==> src/rtl/srr_pkg.sv <==
package srr_pkg;

   // field widths
   localparam int SEQ_W      = 10;
   localparam int ACK_W      = 16;
   localparam int CKS_W      = 32;
   localparam int WS_W       = 6;
   localparam int WSTART_W   = 11;
   localparam int ACKCK_W    = 13;
   localparam int WORD01_W   = 64;
   localparam int WORD2_W    = 32;
   localparam int PAY_BYTES  = 20;
   localparam int PAY_W      = 8 * PAY_BYTES;

   // sequence space and window
   localparam int SEQ_SPACE    = 1024;
   localparam int IDX_W        = $clog2(SEQ_SPACE);
   localparam int WINDOW_MAX   = 32;
   localparam int WINDOW_RESET = 8;
   localparam int WSTART_RESET = 1;

   // acknowledgement checksum offset for the fixed ack payload
   localparam int ACK_BASE = 3184;

   // checksum arithmetic
   localparam int BSUM_W  = 13;
   localparam int BASE_W  = 17;
   localparam int TOTAL_W = 18;

   localparam logic KIND_ACK     = 1'b0;
   localparam logic KIND_DELIVER = 1'b1;

   typedef enum logic [2:0] {
      ST_CLEAR,
      ST_IDLE,
      ST_CHECK,
      ST_WREAD,
      ST_WEVAL,
      ST_FLUSH
   } state_type;

   typedef struct packed {
      logic                rd_en;
      logic [IDX_W-1:0]    rd_addr;
      logic                mark_wr;
      logic                pay_wr;
      logic [IDX_W-1:0]    wr_addr;
      logic                wr_mark;
   } store_cmd_type;

   typedef struct packed {
      logic                kind;
      logic [SEQ_W-1:0]    seq;
      logic [ACKCK_W-1:0]  ack_checksum;
      logic [WORD01_W-1:0] word0;
      logic [WORD01_W-1:0] word1;
      logic [WORD2_W-1:0]  word2;
   } result_type;

endpackage

==> src/rtl/srr_csum.sv <==
module srr_csum (
   input  logic                              clock,
   input  logic                              load,
   input  logic [srr_pkg::SEQ_W-1:0]         seq,
   input  logic [srr_pkg::ACK_W-1:0]         ack,
   input  logic signed [srr_pkg::CKS_W-1:0]  checksum,
   input  logic [srr_pkg::PAY_W-1:0]         payload,
   output logic                              ok
);

   localparam int NB = srr_pkg::PAY_BYTES;

   logic [7:0]                         byte_v [NB];
   logic [8:0]                         l1 [NB/2];
   logic [9:0]                         l2 [NB/4];
   logic [srr_pkg::BSUM_W-1:0]         bsum;
   logic [srr_pkg::BSUM_W-1:0]         bsum_ff;
   logic [srr_pkg::BASE_W-1:0]         base_ff;
   logic [srr_pkg::CKS_W-1:0]          cks_ff;
   logic [srr_pkg::TOTAL_W-1:0]        total;

   // signed byte sum as a shallow tree
   always_comb begin
      for (int k = 0; k < NB; k++) begin
         byte_v[k] = payload[8*k +: 8];
      end
      for (int k = 0; k < NB/2; k++) begin
         l1[k] = {byte_v[2*k][7], byte_v[2*k]} + {byte_v[2*k+1][7], byte_v[2*k+1]};
      end
      for (int k = 0; k < NB/4; k++) begin
         l2[k] = {l1[2*k][8], l1[2*k]} + {l1[2*k+1][8], l1[2*k+1]};
      end
      bsum = '0;
      for (int k = 0; k < NB/4; k++) begin
         bsum = bsum + {{(srr_pkg::BSUM_W-10){l2[k][9]}}, l2[k]};
      end
   end

   always_ff @(posedge clock) begin
      if (load) begin
         bsum_ff <= bsum;
         base_ff <= {{(srr_pkg::BASE_W-srr_pkg::SEQ_W){1'b0}}, seq}
                  + {{(srr_pkg::BASE_W-srr_pkg::ACK_W){1'b0}}, ack};
         cks_ff  <= checksum;
      end
   end

   assign total = {{(srr_pkg::TOTAL_W-srr_pkg::BSUM_W){bsum_ff[srr_pkg::BSUM_W-1]}}, bsum_ff}
                + {{(srr_pkg::TOTAL_W-srr_pkg::BASE_W){1'b0}}, base_ff};

   // doubled total, sign-extended to the carried width
   assign ok = ({{(srr_pkg::CKS_W-srr_pkg::TOTAL_W-1){total[srr_pkg::TOTAL_W-1]}},
                 total, 1'b0} == cks_ff);

endmodule

==> config.mk <==
export PLATFORM = sky130hd
export DESIGN_NAME = srr_csum
export DESIGN_NICKNAME = d
export VERILOG_FILES = /design/src/rtl/srr_pkg.sv /design/src/rtl/srr_csum.sv
export SDC_FILE = /design/constraint.sdc
export NUM_CORES = 1
export LEC_CHECK = 0
export ABC_AREA = 1
export BUFFER_PORTS_ARGS = -buffer_cell sky130_fd_sc_hd__buf_4
export CORE_MARGIN = 3
export CORE_UTILIZATION = 41
export DETAILED_ROUTE_END_ITERATION = 10
export PLACE_DENSITY_LB_ADDON = 0.25
export SETUP_SLACK_MARGIN = 0.2
export SYNTH_ARGS = -nofsm -noshare
export SYNTH_HDL_FRONTEND = slang
export SYNTH_SLANG_ARGS = --single-unit
export TNS_END_PERCENT = 5
==> constraint.sdc <==
create_clock -name clock -period 6.9 [get_ports clock]
set_input_delay 1.38 -clock clock [delete_from_list [all_inputs] [get_ports clock]]
set_output_delay 1.38 -clock clock [all_outputs]
set_load 0.02 [all_outputs]
======== Yosys cells after proc, flatten, opt, wreduce, memory -nomap -nowiden ========
Cells that the tools add are included.
storage, ports and cells
  bits in registers ....................... 62
  input port bits ......................... 220
  output and inout port bits .............. 1
operators by class
  eq/ne operators ......................... 1
  add/sub/neg operators ................... 21
operators with widths
  cell                     number
  adder 8 x 8 -> 9 bit     10
  adder 9 x 9 -> 10 bit    5
  equality test 32 bit     1
  adder 18 x 17 -> 18 bit  1
  adder 10 x 16 -> 17 bit  1
  adder 12 x 10 -> 13 bit  1
  adder 13 bit             1
  adder 11 x 10 -> 12 bit  1
  adder 10 x 10 -> 11 bit  1

======== Depth between registers and ports, before layout ========
  depth after elaboration ................. 6
  mapped depth ............................ 29
  mapped depth without buffers ............ 29

======== Worst setup path after synthesis ========
No wires, ideal clock.
  path kind ............................... input-to-reg
  start ................................... in payload[129] in the netlist's numbering
  end ..................................... reg bsum_ff[12] in the netlist's numbering, data pin
  path buffers ............................ 0
  cell stages on the path ................. 29
  required time ........................... 6634 ps
  setup slack ............................. -370 ps
  data arrival time ....................... 7004 ps
  cells stage by stage .................... inv_1 fa_1 inv_1 fa_1 ha_1 fa_1 nand3_1 nand3_1 nand2_1 nand2_1 a21oi_1 o21ai_0 nand2_1 nand2_1 xor2_1 fa_1 inv_1 fa_1 inv_1 fa_1 inv_1 fa_1 inv_1 ha_1 nand2_1 nor2_1 nand3_1 o2111ai_1 xor2_1
on the way
  cells in the longest elaborated chain, start to end .. 3
ends and longest elaborated chain
  element                  line            source
  start, declared          srr_csum.sv:7   input logic [srr_pkg::PAY_W-1:0] payload,
  adder 8 x 8 -> 9 bit     srr_csum.sv:28  l1[k] = {byte_v[2*k][7], byte_v[2*k]} + {byte_v[2*k+1][7], byte_v[2*k+1]};
  adder 9 x 9 -> 10 bit    srr_csum.sv:31  l2[k] = {l1[2*k][8], l1[2*k]} + {l1[2*k+1][8], l1[2*k+1]};
  adder 13 bit             srr_csum.sv:35  bsum = bsum + {{(srr_pkg::BSUM_W-10){l2[k][9]}}, l2[k]};
  named net bsum, one bit  srr_csum.sv:16  logic [srr_pkg::BSUM_W-1:0] bsum;
  end signal, assigned     srr_csum.sv:41  bsum_ff <= bsum;
  end, declared            srr_csum.sv:17  logic [srr_pkg::BSUM_W-1:0] bsum_ff;
The timed path passes the listed nets, and every way through them passes these cells.
A chain may end at the register's enable or synchronous reset.

======== Worst setup path in the final report ========
Same ends and word-level chain as after synthesis.

==> impl_metrics.json <==
{
  "slew_viol_final": 0,
  "cts_made_buffers": 9,
  "routedWlPerCell_um": 12.7,
  "cp.arrival_ns": 6.92,
  "grt_max_degree": 63,
  "coreArea_um2": 19800,
  "layout_common_cells": "276 x inv_1, 241 x buf_4, 150 x nand2_1",
  "cts_tree": "done",
  "critical_path_class": "input pin to flop",
  "ant_nets": 0,
  "drt_iter0_markers": 211,
  "fin_crit_ns": 6.85,
  "synth_top_area_cell": "fa_1",
  "yosys_warnings": 0,
  "synth_area_um2": 8460,
  "report.final.hold_viol_count": 0,
  "critical_path.slowest_cell": "fa_1",
  "critPathLaunchType": "input pin",
  "die-area_um2": 22400,
  "maxCapViolCount": 0,
  "drive_gt1_share_pct": 24.7,
  "worstPathRequired_ns": 6.97,
  "synth.net_count": 1330,
  "hold_path_startpoint": "checksum[0]",
  "synth_seq_area_share_pct": 22.0,
  "gp_congestion": 0.882,
  "synth-compound-area-share_pct": 3.75,
  "synthSimpleGateAreaFrac_pct": 13.1,
  "routed_via_density": 4.44,
  "grt_pass1_wl_um": 30900,
  "path_clk_slew_ns": 0.06,
  "dr.pass1.iters": 4,
  "port_buffers": 220,
  "netlist-cell-type-count": 34,
  "synth_cells": 905,
  "root_buffer": "clkbuf_16",
  "crit_top_cell": "fa_1",
  "cpPeakStageDelay_ns": 0.55,
  "grt_usage_pct": 17.1,
  "fillerInstances": 1817,
  "outcome": "completed",
  "synth_xor_area_share_pct": 4.97,
  "tightest_slew_ns": 0.796,
  "boundaryPins": 221,
  "final-setup-viol-count": 0,
  "yosys-top-cells-area": "fa_1 35%, edfxtp_1 22%, inv_1 12%",
  "rsz0062_at_grt": "yes",
  "die_width_um": 150,
  "synthAdderAreaFrac_pct": 43.6,
  "critPathLaunch": "payload[129]",
  "synth_top_family_by_area": "adder cells",
  "max_freq_ghz": 0.146,
  "drc_errors": 0,
  "critPathCaptureType": "flop",
  "synth_top_area_share_pct": 35.5,
  "wirelength_um": 18100,
  "grt_pass1_vias": 6917,
  "antenna_found_initial": 0,
  "antenna_cells": 0,
  "placed_area_um2": 10600,
  "cts_num_sinks": 62,
  "start_util_pct": 42.7,
  "rows": 51,
  "dp_hpwl_um": 16500,
  "hold_path_class": "input pin to flop",
  "nNetsFinal": 1580,
  "cts_buffer_depth": 2,
  "max_slew_margin_pct": 47.0,
  "fp.dieH_um": 150,
  "final.period_utilization_pct": 99.3,
  "syn-mean-instance-area_um2": 9.35,
  "ys_ff_latch": 62,
  "layout_commonest_cell": "inv_1",
  "grt_overflow": 0,
  "final_cell_area_um2": 11000,
  "via_count": 6321,
  "syn2layout_area_growth_pct": 29.5,
  "crit_path_max_fanout": 3,
  "cts_max_level": 3,
  "muxShareOfSynthArea_pct": 0
}
registers in the layout, indices dropped and copies added (netlist names):
name     count
base_ff     17
bsum_ff     13
cks_ff      32
metrics by stage:
stage	setup TNS, ns	instances	hold WS (ns)	util [%]	worst slack [ns]
after floorplan	-0.0317	905	1.48	-	-0.0317
after global placement	-1.12	1409	1.56	53.6	-0.285
after detailed placement	-1.54	1409	1.56	53.6	-0.387
after CTS	0	1425	1.22	55.1	0.00157
after global routing	-0.935	1425	1.21	55.2	-0.274
final	0	1425	1.23	55.2	0.0473
what timing repair did:
action / 4_1_cts / 5_1_grt
gates resized for setup: 0 / 6
hold buffers: 0 / 0
buffers inserted: 0 / 0
pin swaps: 1 / 1
endpoints found under the setup margin: 5 / 6
hold endpoints to repair: 0 / 0
path summary, 6_finish.rpt:
kind                      end  slack (ns)  depth (start not counted)
setup / recovery  bsum_ff[12]        0.05                         30
hold / removal      cks_ff[0]        1.23                          1
final cells by class:
class	instances	area, um^2	area share (%)
clock inverter	7	72.6	0.662
tap	265	332	3.03
clock buffer	9	225	2.06
inverter	278	1040	9.52
timing repair buffer	241	1810	16.5
multi-input combinational	563	5610	51.2
sequential	62	1860	17.0
synth_stat cells:
cell type / instances
a21o_1: 2
nor2_2: 2
nand2_1: 151
nand3b_1: 6
nand4_1: 10
xnor2_1: 23
inv_1: 277
a31oi_1: 1
nor2_1: 36
o21bai_1: 4
and3b_1: 1
nor3_1: 3
fa_1: 150
nor4_1: 4
nand2_2: 6
nand3_2: 2
or2_0: 1
o2111ai_1: 1
o21ai_0: 8
buf_6: 2
inv_2: 1
o21a_1: 1
a21oi_2: 3
nand3_1: 32
edfxtp_1: 62
ha_1: 55
o31ai_1: 1
xor2_1: 25
o21ai_1: 2
o21ai_2: 1
a211oi_2: 1
a21oi_1: 29
and3_1: 1
and2_1: 1
worst max-delay path: cells and delay by family:
kind	cells	cell delay (ns)
adders and majority gates	9	3.87
and+or+nand+nor	9	0.59
buffers and inverters	7	0.39
AOI/OAI and AO/OA	3	0.35
xor gates and xnor gates	2	0.34
layer usage:
metal  part of all wire, %  vias to the layer above  wire length, um  track usage, %
li1                      -                     3202                -               -
met1                    42                     2976             7600            21.8
met2                    53                      131             9500            31.6
met3                   4.4                       12              805            2.76
met4                   1.0                        0              184            2.20
met5                     0                        -                0               0
cell families (layout without fill, tap and decap cells):
group	Yosys count	in the layout
compound gates	54	54
flops	62	62
buf+inv	280	535
fa+ha+maj	205	205
simple gates	256	256
xor+xnor	48	48
Power is left out: the tool's default activity adds up to more than one toggle a clock period on the data nets, which glitch-free logic cannot reach.
