**config.mk**
```make
export PLATFORM = sky130hd
export DESIGN_NAME = srr_ctrl_flat
export DESIGN_NICKNAME = d
export VERILOG_FILES = /design/src/rtl/srr_pkg.sv /design/src/rtl/srr_req_if.sv /design/src/rtl/srr_rsp_if.sv /design/src/rtl/srr_ctrl.sv /design/src/flat_wrapper.sv
export SDC_FILE = /design/constraint.sdc
export NUM_CORES = 1
export LEC_CHECK = 0
export BUFFER_PORTS_ARGS = -buffer_cell sky130_fd_sc_hd__buf_2
export CORE_AREA = 2 2 294 296
export CTS_CLUSTER_SIZE = 12
export DETAILED_ROUTE_END_ITERATION = 10
export DIE_AREA = 0 0 296 298
export GPL_ROUTABILITY_DRIVEN = 0
export HOLD_SLACK_MARGIN = 0.06
export PLACE_DENSITY = 0.49
export RECOVER_POWER = 100
export SETUP_SLACK_MARGIN = 0.02
export SLEW_MARGIN = 20
export SYNTH_ARGS = -nofsm -noshare
export SYNTH_HDL_FRONTEND = slang
export SYNTH_SLANG_ARGS = --single-unit
```
**constraint.sdc**
```tcl
create_clock -name clock -period 19.52 [get_ports clock]
set_input_delay 3.904 -clock clock [delete_from_list [all_inputs] [get_ports clock]]
set_output_delay 3.904 -clock clock [all_outputs]
set_load 0.01 [all_outputs]
```
**src/rtl/srr_pkg.sv**
```systemverilog
package srr_pkg;

   // field widths
   localparam int SEQ_W      = 10;
   localparam int ACK_W      = 16;
   localparam int CKS_W      = 32;
   localparam int WS_W       = 6;
   localparam int WSTART_W   = 11;
   localparam int ACKCK_W    = 13;
   localparam int WORD01_W   = 64;
   localparam int WORD2_W    = 32;
   localparam int PAY_BYTES  = 20;
   localparam int PAY_W      = 8 * PAY_BYTES;

   // sequence space and window
   localparam int SEQ_SPACE    = 1024;
   localparam int IDX_W        = $clog2(SEQ_SPACE);
   localparam int WINDOW_MAX   = 32;
   localparam int WINDOW_RESET = 8;
   localparam int WSTART_RESET = 1;

   // acknowledgement checksum offset for the fixed ack payload
   localparam int ACK_BASE = 3184;

   // checksum arithmetic
   localparam int BSUM_W  = 13;
   localparam int BASE_W  = 17;
   localparam int TOTAL_W = 18;

   localparam logic KIND_ACK     = 1'b0;
   localparam logic KIND_DELIVER = 1'b1;

   typedef enum logic [2:0] {
      ST_CLEAR,
      ST_IDLE,
      ST_CHECK,
      ST_WREAD,
      ST_WEVAL,
      ST_FLUSH
   } state_type;

   typedef struct packed {
      logic                rd_en;
      logic [IDX_W-1:0]    rd_addr;
      logic                mark_wr;
      logic                pay_wr;
      logic [IDX_W-1:0]    wr_addr;
      logic                wr_mark;
   } store_cmd_type;

   typedef struct packed {
      logic                kind;
      logic [SEQ_W-1:0]    seq;
      logic [ACKCK_W-1:0]  ack_checksum;
      logic [WORD01_W-1:0] word0;
      logic [WORD01_W-1:0] word1;
      logic [WORD2_W-1:0]  word2;
   } result_type;

endpackage

```
**src/rtl/srr_req_if.sv**
```systemverilog
interface srr_req_if;
   logic                               valid;
   logic                               ready;
   logic [srr_pkg::SEQ_W-1:0]          received_seq;
   logic [srr_pkg::ACK_W-1:0]          received_ack;
   logic signed [srr_pkg::CKS_W-1:0]   received_checksum;
   logic [srr_pkg::WORD01_W-1:0]       payload_word0;
   logic [srr_pkg::WORD01_W-1:0]       payload_word1;
   logic [srr_pkg::WORD2_W-1:0]        payload_word2;

   modport source (
      output valid, received_seq, received_ack, received_checksum,
             payload_word0, payload_word1, payload_word2,
      input  ready
   );

   modport sink (
      input  valid, received_seq, received_ack, received_checksum,
             payload_word0, payload_word1, payload_word2,
      output ready
   );
endinterface

```
**src/rtl/srr_rsp_if.sv**
```systemverilog
interface srr_rsp_if;
   logic                            valid;
   logic                            ready;
   logic                            result_kind;
   logic [srr_pkg::SEQ_W-1:0]       result_seq;
   logic [srr_pkg::ACKCK_W-1:0]     ack_checksum;
   logic [srr_pkg::WORD01_W-1:0]    out_word0;
   logic [srr_pkg::WORD01_W-1:0]    out_word1;
   logic [srr_pkg::WORD2_W-1:0]     out_word2;
   logic                            last_of_run;

   modport source (
      output valid, result_kind, result_seq, ack_checksum,
             out_word0, out_word1, out_word2, last_of_run,
      input  ready
   );

   modport sink (
      input  valid, result_kind, result_seq, ack_checksum,
             out_word0, out_word1, out_word2, last_of_run,
      output ready
   );
endinterface

```
**src/rtl/srr_ctrl.sv**
```systemverilog
module srr_ctrl (
   input  logic                          clock,
   input  logic                          reset,
   srr_req_if.sink                       req,
   srr_rsp_if.source                     rsp,
   input  logic                          csr_wr_en,
   input  logic [srr_pkg::WS_W-1:0]      csr_wr_data,
   input  logic                          cks_ok,
   input  logic                          rd_mark,
   input  logic [srr_pkg::PAY_W-1:0]     rd_payload,
   output logic                          csum_load,
   output srr_pkg::store_cmd_type        cmd,
   output logic [srr_pkg::PAY_W-1:0]     wr_payload
);

   localparam int W0 = srr_pkg::WORD01_W;
   localparam int W2 = srr_pkg::WORD2_W;

   srr_pkg::state_type               state_ff, state_in;
   logic [srr_pkg::WSTART_W-1:0]     wstart_ff, wstart_in;
   logic [srr_pkg::WSTART_W-1:0]     limit_ff, limit_in;
   logic [srr_pkg::WS_W-1:0]         ws_ff;
   logic [srr_pkg::IDX_W-1:0]        clr_ff, clr_in;
   logic [srr_pkg::SEQ_W-1:0]        seq_ff, seq_in;
   logic [srr_pkg::PAY_W-1:0]        pay_ff, pay_in;
   srr_pkg::result_type              pend_ff, pend_in;
   srr_pkg::result_type              out_ff, out_in;
   logic                             out_valid_ff, out_valid_in;
   logic                             out_last_ff, out_last_in;

   logic                             slot_free;
   logic                             push;
   logic                             push_last;
   logic [srr_pkg::WS_W-1:0]         ws_sat;
   logic [srr_pkg::WSTART_W-1:0]     limit;
   logic [srr_pkg::WSTART_W-1:0]     seq_ext;
   logic                             in_window;
   srr_pkg::result_type              ack_res;
   srr_pkg::result_type              dlv_res;

   assign slot_free = !out_valid_ff || rsp.ready;
   assign ws_sat    = (ws_ff > srr_pkg::WS_W'(srr_pkg::WINDOW_MAX))
                    ? srr_pkg::WS_W'(srr_pkg::WINDOW_MAX) : ws_ff;
   assign limit     = wstart_ff + {{(srr_pkg::WSTART_W-srr_pkg::WS_W){1'b0}}, ws_sat};
   assign seq_ext   = {{(srr_pkg::WSTART_W-srr_pkg::SEQ_W){1'b0}}, seq_ff};
   assign in_window = (seq_ext >= wstart_ff) && (seq_ext < limit);

   always_comb begin
      ack_res.kind         = srr_pkg::KIND_ACK;
      ack_res.seq          = seq_ff;
      ack_res.ack_checksum = srr_pkg::ACKCK_W'({1'b0, seq_ff, 2'b00})
                           + srr_pkg::ACKCK_W'(srr_pkg::ACK_BASE);
      ack_res.word0        = '0;
      ack_res.word1        = '0;
      ack_res.word2        = '0;

      dlv_res.kind         = srr_pkg::KIND_DELIVER;
      dlv_res.seq          = wstart_ff[srr_pkg::SEQ_W-1:0];
      dlv_res.ack_checksum = '0;
      dlv_res.word0        = rd_payload[W0-1:0];
      dlv_res.word1        = rd_payload[2*W0-1:W0];
      dlv_res.word2        = rd_payload[2*W0+W2-1:2*W0];
   end

   always_comb begin
      state_in    = state_ff;
      wstart_in   = wstart_ff;
      limit_in    = limit_ff;
      clr_in      = clr_ff;
      seq_in      = seq_ff;
      pay_in      = pay_ff;
      pend_in     = pend_ff;
      push        = 1'b0;
      push_last   = 1'b0;
      csum_load   = 1'b0;
      req.ready   = 1'b0;
      cmd         = '0;

      case (state_ff)
         srr_pkg::ST_CLEAR: begin
            cmd.mark_wr = 1'b1;
            cmd.wr_addr = clr_ff;
            cmd.wr_mark = 1'b0;
            clr_in      = clr_ff + srr_pkg::IDX_W'(1);
            if (clr_ff == srr_pkg::IDX_W'(srr_pkg::SEQ_SPACE - 1)) begin
               state_in = srr_pkg::ST_IDLE;
            end
         end
         srr_pkg::ST_IDLE: begin
            req.ready = 1'b1;
            if (req.valid) begin
               seq_in      = req.received_seq;
               pay_in      = {req.payload_word2, req.payload_word1, req.payload_word0};
               csum_load   = 1'b1;
               cmd.rd_en   = 1'b1;
               cmd.rd_addr = req.received_seq;
               state_in    = srr_pkg::ST_CHECK;
            end
         end
         srr_pkg::ST_CHECK: begin
            if (!cks_ok) begin
               state_in = srr_pkg::ST_IDLE;
            end else if (rd_mark) begin
               pend_in  = ack_res;
               state_in = srr_pkg::ST_FLUSH;
            end else if (!in_window) begin
               state_in = srr_pkg::ST_IDLE;
            end else begin
               cmd.mark_wr = 1'b1;
               cmd.pay_wr  = 1'b1;
               cmd.wr_addr = seq_ff;
               cmd.wr_mark = 1'b1;
               pend_in     = ack_res;
               limit_in    = limit;
               state_in    = srr_pkg::ST_WREAD;
            end
         end
         srr_pkg::ST_WREAD: begin
            if ((wstart_ff < limit_ff)
                && (wstart_ff < srr_pkg::WSTART_W'(srr_pkg::SEQ_SPACE))) begin
               cmd.rd_en   = 1'b1;
               cmd.rd_addr = wstart_ff[srr_pkg::IDX_W-1:0];
               state_in    = srr_pkg::ST_WEVAL;
            end else begin
               state_in = srr_pkg::ST_FLUSH;
            end
         end
         srr_pkg::ST_WEVAL: begin
            if (!rd_mark) begin
               state_in = srr_pkg::ST_FLUSH;
            end else if (slot_free) begin
               // another result follows, so the pending one is not last
               push      = 1'b1;
               pend_in   = dlv_res;
               wstart_in = wstart_ff + srr_pkg::WSTART_W'(1);
               state_in  = srr_pkg::ST_WREAD;
            end
         end
         srr_pkg::ST_FLUSH: begin
            if (slot_free) begin
               push      = 1'b1;
               push_last = 1'b1;
               state_in  = srr_pkg::ST_IDLE;
            end
         end
         default: begin
            state_in = srr_pkg::ST_IDLE;
         end
      endcase
   end

   always_comb begin
      out_in       = out_ff;
      out_last_in  = out_last_ff;
      out_valid_in = out_valid_ff;
      if (push) begin
         out_in       = pend_ff;
         out_last_in  = push_last;
         out_valid_in = 1'b1;
      end else if (rsp.ready) begin
         out_valid_in = 1'b0;
      end
   end

   always_ff @(posedge clock) begin
      if (reset) begin
         state_ff     <= srr_pkg::ST_CLEAR;
         wstart_ff    <= srr_pkg::WSTART_W'(srr_pkg::WSTART_RESET);
         ws_ff        <= srr_pkg::WS_W'(srr_pkg::WINDOW_RESET);
         clr_ff       <= '0;
         out_valid_ff <= 1'b0;
      end else begin
         state_ff     <= state_in;
         wstart_ff    <= wstart_in;
         clr_ff       <= clr_in;
         out_valid_ff <= out_valid_in;
         if (csr_wr_en) begin
            ws_ff <= csr_wr_data;
         end
      end
   end

   always_ff @(posedge clock) begin
      limit_ff    <= limit_in;
      seq_ff      <= seq_in;
      pay_ff      <= pay_in;
      pend_ff     <= pend_in;
      out_ff      <= out_in;
      out_last_ff <= out_last_in;
   end

   assign wr_payload       = pay_ff;

   assign rsp.valid        = out_valid_ff;
   assign rsp.result_kind  = out_ff.kind;
   assign rsp.result_seq   = out_ff.seq;
   assign rsp.ack_checksum = out_ff.ack_checksum;
   assign rsp.out_word0    = out_ff.word0;
   assign rsp.out_word1    = out_ff.word1;
   assign rsp.out_word2    = out_ff.word2;
   assign rsp.last_of_run  = out_last_ff;

endmodule

```
**src/flat_wrapper.sv**
```systemverilog
// flat-port wrapper written by rule: the top's interface ports become plain ports
module srr_ctrl_flat 
  (clock, reset, csr_wr_en, csr_wr_data, cks_ok, rd_mark, rd_payload, csum_load, cmd, wr_payload, req_valid, req_received_seq, req_received_ack, req_received_checksum, req_payload_word0, req_payload_word1, req_payload_word2, req_ready, rsp_valid, rsp_result_kind, rsp_result_seq, rsp_ack_checksum, rsp_out_word0, rsp_out_word1, rsp_out_word2, rsp_last_of_run, rsp_ready);
  srr_req_if req_i ();
  srr_rsp_if rsp_i ();
  input  logic clock;
  input  logic reset;
  input  logic csr_wr_en;
  input  logic [srr_pkg::WS_W-1:0] csr_wr_data;
  input  logic cks_ok;
  input  logic rd_mark;
  input  logic [srr_pkg::PAY_W-1:0] rd_payload;
  output logic csum_load;
  output srr_pkg::store_cmd_type cmd;
  output logic [srr_pkg::PAY_W-1:0] wr_payload;
  input wire logic [$bits(req_i.valid)-1:0] req_valid;
  input wire logic [$bits(req_i.received_seq)-1:0] req_received_seq;
  input wire logic [$bits(req_i.received_ack)-1:0] req_received_ack;
  input wire logic [$bits(req_i.received_checksum)-1:0] req_received_checksum;
  input wire logic [$bits(req_i.payload_word0)-1:0] req_payload_word0;
  input wire logic [$bits(req_i.payload_word1)-1:0] req_payload_word1;
  input wire logic [$bits(req_i.payload_word2)-1:0] req_payload_word2;
  output wire logic [$bits(req_i.ready)-1:0] req_ready;
  output wire logic [$bits(rsp_i.valid)-1:0] rsp_valid;
  output wire logic [$bits(rsp_i.result_kind)-1:0] rsp_result_kind;
  output wire logic [$bits(rsp_i.result_seq)-1:0] rsp_result_seq;
  output wire logic [$bits(rsp_i.ack_checksum)-1:0] rsp_ack_checksum;
  output wire logic [$bits(rsp_i.out_word0)-1:0] rsp_out_word0;
  output wire logic [$bits(rsp_i.out_word1)-1:0] rsp_out_word1;
  output wire logic [$bits(rsp_i.out_word2)-1:0] rsp_out_word2;
  output wire logic [$bits(rsp_i.last_of_run)-1:0] rsp_last_of_run;
  input wire logic [$bits(rsp_i.ready)-1:0] rsp_ready;
  assign req_i.valid = req_valid;
  assign req_i.received_seq = req_received_seq;
  assign req_i.received_ack = req_received_ack;
  assign req_i.received_checksum = req_received_checksum;
  assign req_i.payload_word0 = req_payload_word0;
  assign req_i.payload_word1 = req_payload_word1;
  assign req_i.payload_word2 = req_payload_word2;
  assign req_ready = req_i.ready;
  assign rsp_valid = rsp_i.valid;
  assign rsp_result_kind = rsp_i.result_kind;
  assign rsp_result_seq = rsp_i.result_seq;
  assign rsp_ack_checksum = rsp_i.ack_checksum;
  assign rsp_out_word0 = rsp_i.out_word0;
  assign rsp_out_word1 = rsp_i.out_word1;
  assign rsp_out_word2 = rsp_i.out_word2;
  assign rsp_last_of_run = rsp_i.last_of_run;
  assign rsp_i.ready = rsp_ready;
  srr_ctrl u_core (.clock(clock), .reset(reset), .req(req_i), .rsp(rsp_i), .csr_wr_en(csr_wr_en), .csr_wr_data(csr_wr_data), .cks_ok(cks_ok), .rd_mark(rd_mark), .rd_payload(rd_payload), .csum_load(csum_load), .cmd(cmd), .wr_payload(wr_payload));
endmodule
```
---- After elaboration in Yosys (flattened, before gate mapping) ----
Index checks and enable logic that the tools add are counted.
cells by class
  add/subtract/negate cells ............... 4
  div/mod/pow operators ................... 0
  $lt $le $gt $ge ......................... 5
  bitwise logic cells ..................... 1
  shifts and indexed selects .............. 0
  reduce and logical (&&, ||, !) cells .... 12
  equality and inequality tests ........... 14
  multiplexer cells ....................... 34
  multipliers ............................. 0
operators by type and width
  operator                count
  $mux 184                5
  $pmux 184 s2            1
  $pmux 11 s2             2
  $mux 13                 3
  $mux 11                 2
  $mux 3                  7
  $pmux 3 s6              1
  $add 12x12->13 const B  1
  $add 11x1->11 const B   1
  $add 11x6->11           1
  $ge 10x11->1            1
  $lt 10x11->1            1
  $lt 11x11->1            1
  $lt 11x11->1 const B    1
  $add 10x1->10 const B   1
  $eq 10x10->1 const B    1
  $mux 1                  9
  $reduce_and 4->1        2
  $eq 3x2->1 const B      2
  $eq 3x3->1 const B      2
  $gt 6x6->1 const B      1
  $mux 6                  1
  $ne 2x1->1 const B      3
  $ne 2x2->1 const B      3
  other kinds (13)        17
storage, ports and cells
  ROM bits ................................ 0
  logic and storage cells ................. 91
  latch bits .............................. 0
  memories kept ........................... 0
  output and inout port bits .............. 372
  register bits after elaboration ......... 581
  memory bits (writable) .................. 0

---- Depth between registers and ports, before layout ----
  depth after elaboration ................. 9
  gate-level depth with buffers ........... 15
  gate-level depth less buffers ........... 14

---- Least setup slack after synthesis ----
No wires, ideal clock.
  path type ............................... input -> register
  start point ............................. in cks_ok
  end point ............................... reg u_core.pend_ff[0] (netlist bit), enable pin
  path slack .............................. 0.889 ns
  stages on the path ...................... 3
  arrival time ............................ 17.642 ns
  library setup time ...................... 0.989 ns
  path buffers ............................ 0
  cells stage by stage .................... nand4bb_1 -> or3_1 -> o31ai_1
on the way
  cells in the longest elaborated chain, start to end .. 2
ends and longest elaborated chain
  element                            line                text
  from (decl)                        flat_wrapper.sv:10  input logic cks_ok;
  $ne 2x2->1 (no source line)        n/a
  $reduce_and 5->1 (no source line)  n/a
  to (signal assigned)               srr_ctrl.sv:187     pend_ff <= pend_in;
  to (decl)                          srr_ctrl.sv:26      srr_pkg::result_type pend_ff, pend_in;
Every way passes these cells.
A chain may end at the register's enable or synchronous reset.

---- Worst setup path in the final report ----
  start point ............................. in req_valid
  end point ............................... reg u_core.pay_ff, in the netlist u_core.wr_payload[21], enable pin
on the way
  cells in the longest elaborated chain, start to end .. 1
ends and longest elaborated chain
  element                            line                text
  from (decl)                        flat_wrapper.sv:16  input wire logic [$bits(req_i.valid)-1:0] req_valid;
  $reduce_and 2->1 (no source line)  n/a
  to (signal assigned)               srr_ctrl.sv:186     pay_ff <= pay_in;
  to (decl)                          srr_ctrl.sv:25      logic [srr_pkg::PAY_W-1:0] pay_ff, pay_in;
Every way passes these cells.

==> impl_results.md <==
- Overflow left after global routing: 0
- Die Wd: about 300 um
- CP peak stage delay: 2640 ps
- Fill count: approximately 8600
- Seq cells post-synth: ~580
- Finished Cell Area: 27100 um2
- DR pass1 iterations: 4
- Drt wl/cell: 19.9 um
- Port bufs: between 700 and 800
- Cells after synthesis: about 1100
- Placed cell count: between 2000 and 3000
- Most used cell, CP: clkbuf_1
- Multi-input gate area: ~3200 um2
- Crit path launch type: input pin
- Worst Tran Pin Value: roughly 7300 ps
- Iteration-0 DRC Markers: 723
- DRT Wirelength: slightly above 60 mm
- Starting density of the core: between 20 and 25%
- Row count: around 110
- CTS max path bufs: 3
- Final HPWL DP: roughly 45 mm
- CP Class: in2reg
- Slowest CP cell: clkbuf_1
- Area growth, synth to finish: 32.0%
- Sink Count: around 580
- Fmax: 86.2 MHz
- Pin count of the biggest net entering global routing: about 200
- Post-synth EDFFs: between 500 and 600
- Synth warnings: 0
- Final max-slew violation count: around 800
- Final Skew: about 26 ps
- Hold buffers post-CTS: 0
- Hold_ws: between 300 and 400 ps
- Hold Path Class: reg2reg
- CTS Root Cell: clkbuf_16
- Status: complete, but fails checks
- Tmin final: roughly 12000 ps
- CTS Buf Count: roughly 70
- Sequential area share after synthesis: 82.9%
- Routed vias/inst: 4.02
- Postcts setup bufs: 0
- Worst-Skew Late Latency: between 600 and 700 ps
- Antenna violations before repair: 14
- Final #Nets: 2316
- Clock-pin slew on the worst setup and hold paths: approximately 60 ps
- H-tree depth: 3
- Failing checks: max-capacitance violations, max-slew violations
- CP required: about 20000 ps
- Die area: between 80000 and 90000 um2
- Crit path DAT: roughly 12000 ps
- First-pass GRT wire length: between 80 and 90 mm
- Final Non-Filler Cells: 3091
- Rel. slew slack: -388%
- Vias in the first global route: roughly 13000
- I/O pin count: around 760
- Post-Syn Area per Cell: between 15 and 20 um2
- Global-route usage over all layers: 13.4%
- Total number of vias: 12400
- Register area: around 17000 um2
- Pwr/cell area: between 90 and 100 nW/um2
- Final Hold Viols: 0
- CTS tree: done
- Main synth FF type: edfxtp_1
- Worst Setup End Kind: register
- Layout cells sized above 1: between 20% and 30%
- Critical-path cell list: buf_2 > and2_0 > clkbuf_1 > clkbuf_1 > clkbuf_1
- Crit path buf inv count: 4
- DRC Markers: 0
- Fin util: a little under a third
- CP delay by family, top: buffers and inverters
- Peak VDD IR: 0.0660 mV
- Post-CTS sizing: 0
- Antenna Nets Post-Route: 0
- Die Span Y: ~300 um
- Lkg Pwr: between 10 and 15 nW
- RSZ-0062 raised after global routing: no
- Netlist Area Pre-Place: slightly above 20000 um2
- Placed cell area: between 20000 and 30000 um2
- Synth cell types: 51
- Asr flop ratio synth: 0%
- Setup tns final: 0 ps
- Fin crit share: about three fifths
- Core area: 84900 um2
- Worst-path fanout max: 69
- Max Cap Violations: 13
- Final setup fails: 0
## worst register-to-register path, cell delays in order (launching register included)
cell and delay, ps:
dfxtp_1 470, nor2b_1 100, ha_1 220, fa_1 430, a211oi_1 280, nor2_1 100
o31ai_1 390, or2_2 220, xnor2_1 120, ha_1 260, a21o_1 180, a21oi_1 150
o31ai_1 90, o22a_1 450, o31ai_4 340, clkbuf_1 2300, clkbuf_1 2880
## metrics by stage
| step | setup WS [ps] | total power [mW] |
|---|---|---|
| after floorplan | 889 | 1.38 |
| after global placement | 9930 | 1.41 |
| after global routing | 6960 | 2.70 |
| after detailed placement | 9890 | 1.41 |
| after CTS | 9880 | 2.66 |
| final | 7920 | 2.62 |
## cells by family after synthesis
logic type                 synth area share, %
AOI/OAI and AO/OA                         2.88
buffers and inverters                     1.50
DFF                                       82.9
adders and majority gates                 2.41
muxes                                    0.390
xor gates and xnor gates                  1.45
other                                   0.0183
and+or+nand+nor                           8.46
## layout make-up
type | instances | area share, %
clock inverters | 37 | 1.14
repair buffers | 723 | 11.5
multi-input cells | 479 | 11.9
inverters | 37 | 0.512
well taps | 1144 | 5.28
clock buffers | 84 | 6.74
diodes | 10 | 0.0923
flip-flops and latches | 577 | 62.8
## layout by cell type, fill, tap and decap left out, types with 9 or more instances in the layout
cell       netlist  layout
diode_2          0      10
nand2_1         38      38
buf_2            3     320
clkinv_2         0       9
or3_1            9       9
edfxtp_1       546     546
inv_1           37      37
ha_1            38      38
xnor2_1         25      25
dfxtp_1         31      31
a22o_1          10      10
o41ai_1         10      10
and2_1         162      55
o21ai_0         21      21
and2_0           0     107
xor2_1           9       9
clkbuf_16        0      71
clkinv_1         0      15
a21oi_1         17      17
nor2_1          43      43
clkbuf_1        33     415
## registers in the layout, indices dropped and copies added, names as in the netlist, 3 cells and up
signal and cells:
u_core.clr_ff 10, u_core.limit_ff 11, u_core.pend_ff 182, u_core.rsp.ack_checksum 11
u_core.rsp.out_word0 64, u_core.rsp.out_word1 64, u_core.rsp.out_word2 32, u_core.rsp.result_seq 10
u_core.seq_ff 10, u_core.state_ff 3, u_core.wr_payload 160, u_core.ws_ff 6
u_core.wstart_ff 11
## cells in the mapped netlist (9+ instances only)
cell | number | area, um2
a21oi_1 | 17 | 85.1
a22o_1 | 10 | 87.6
and2_1 | 162 | 1010
clkbuf_1 | 33 | 124
dfxtp_1 | 31 | 621
edfxtp_1 | 546 | 16400
ha_1 | 38 | 475
inv_1 | 37 | 139
nand2_1 | 38 | 143
nor2_1 | 43 | 161
nor3_1 | 9 | 45.0
o21ai_0 | 21 | 105
o41ai_1 | 10 | 87.6
or3_1 | 9 | 56.3
xnor2_1 | 25 | 219
xor2_1 | 9 | 78.8
## path summary, 6_finish.rpt
path	start	end	slack [ps]	cells past startpoint
min reg2reg	u_core.pend_ff[183]	u_core.rsp.result_kind	400	0
min	u_core.pend_ff[183]	u_core.rsp.result_kind	400	0
max reg2reg	u_core.ws_ff[5]	u_core.pend_ff[34]	10000	16
max	req_valid	u_core.wr_payload[21]	7920	5
## routing by layer
metal  track usage (%)  vias up  wire length (um)
li1                  -     5731                 -
met1              14.6     6051             22700
met2              21.6      523             29100
met3              6.92      113              7580
met4              5.77        8              2210
met5                 0        -                52
## power breakdown
| part | internal [mW] | switching [mW] |
|---|---|---|
| Sequential | 1.34 | 0.00113 |
| Combinational | 0.0273 | 0.0171 |
| Clock | 0.720 | 0.509 |
| Total | 2.09 | 0.527 |
(Power assumes the default switching activity.)
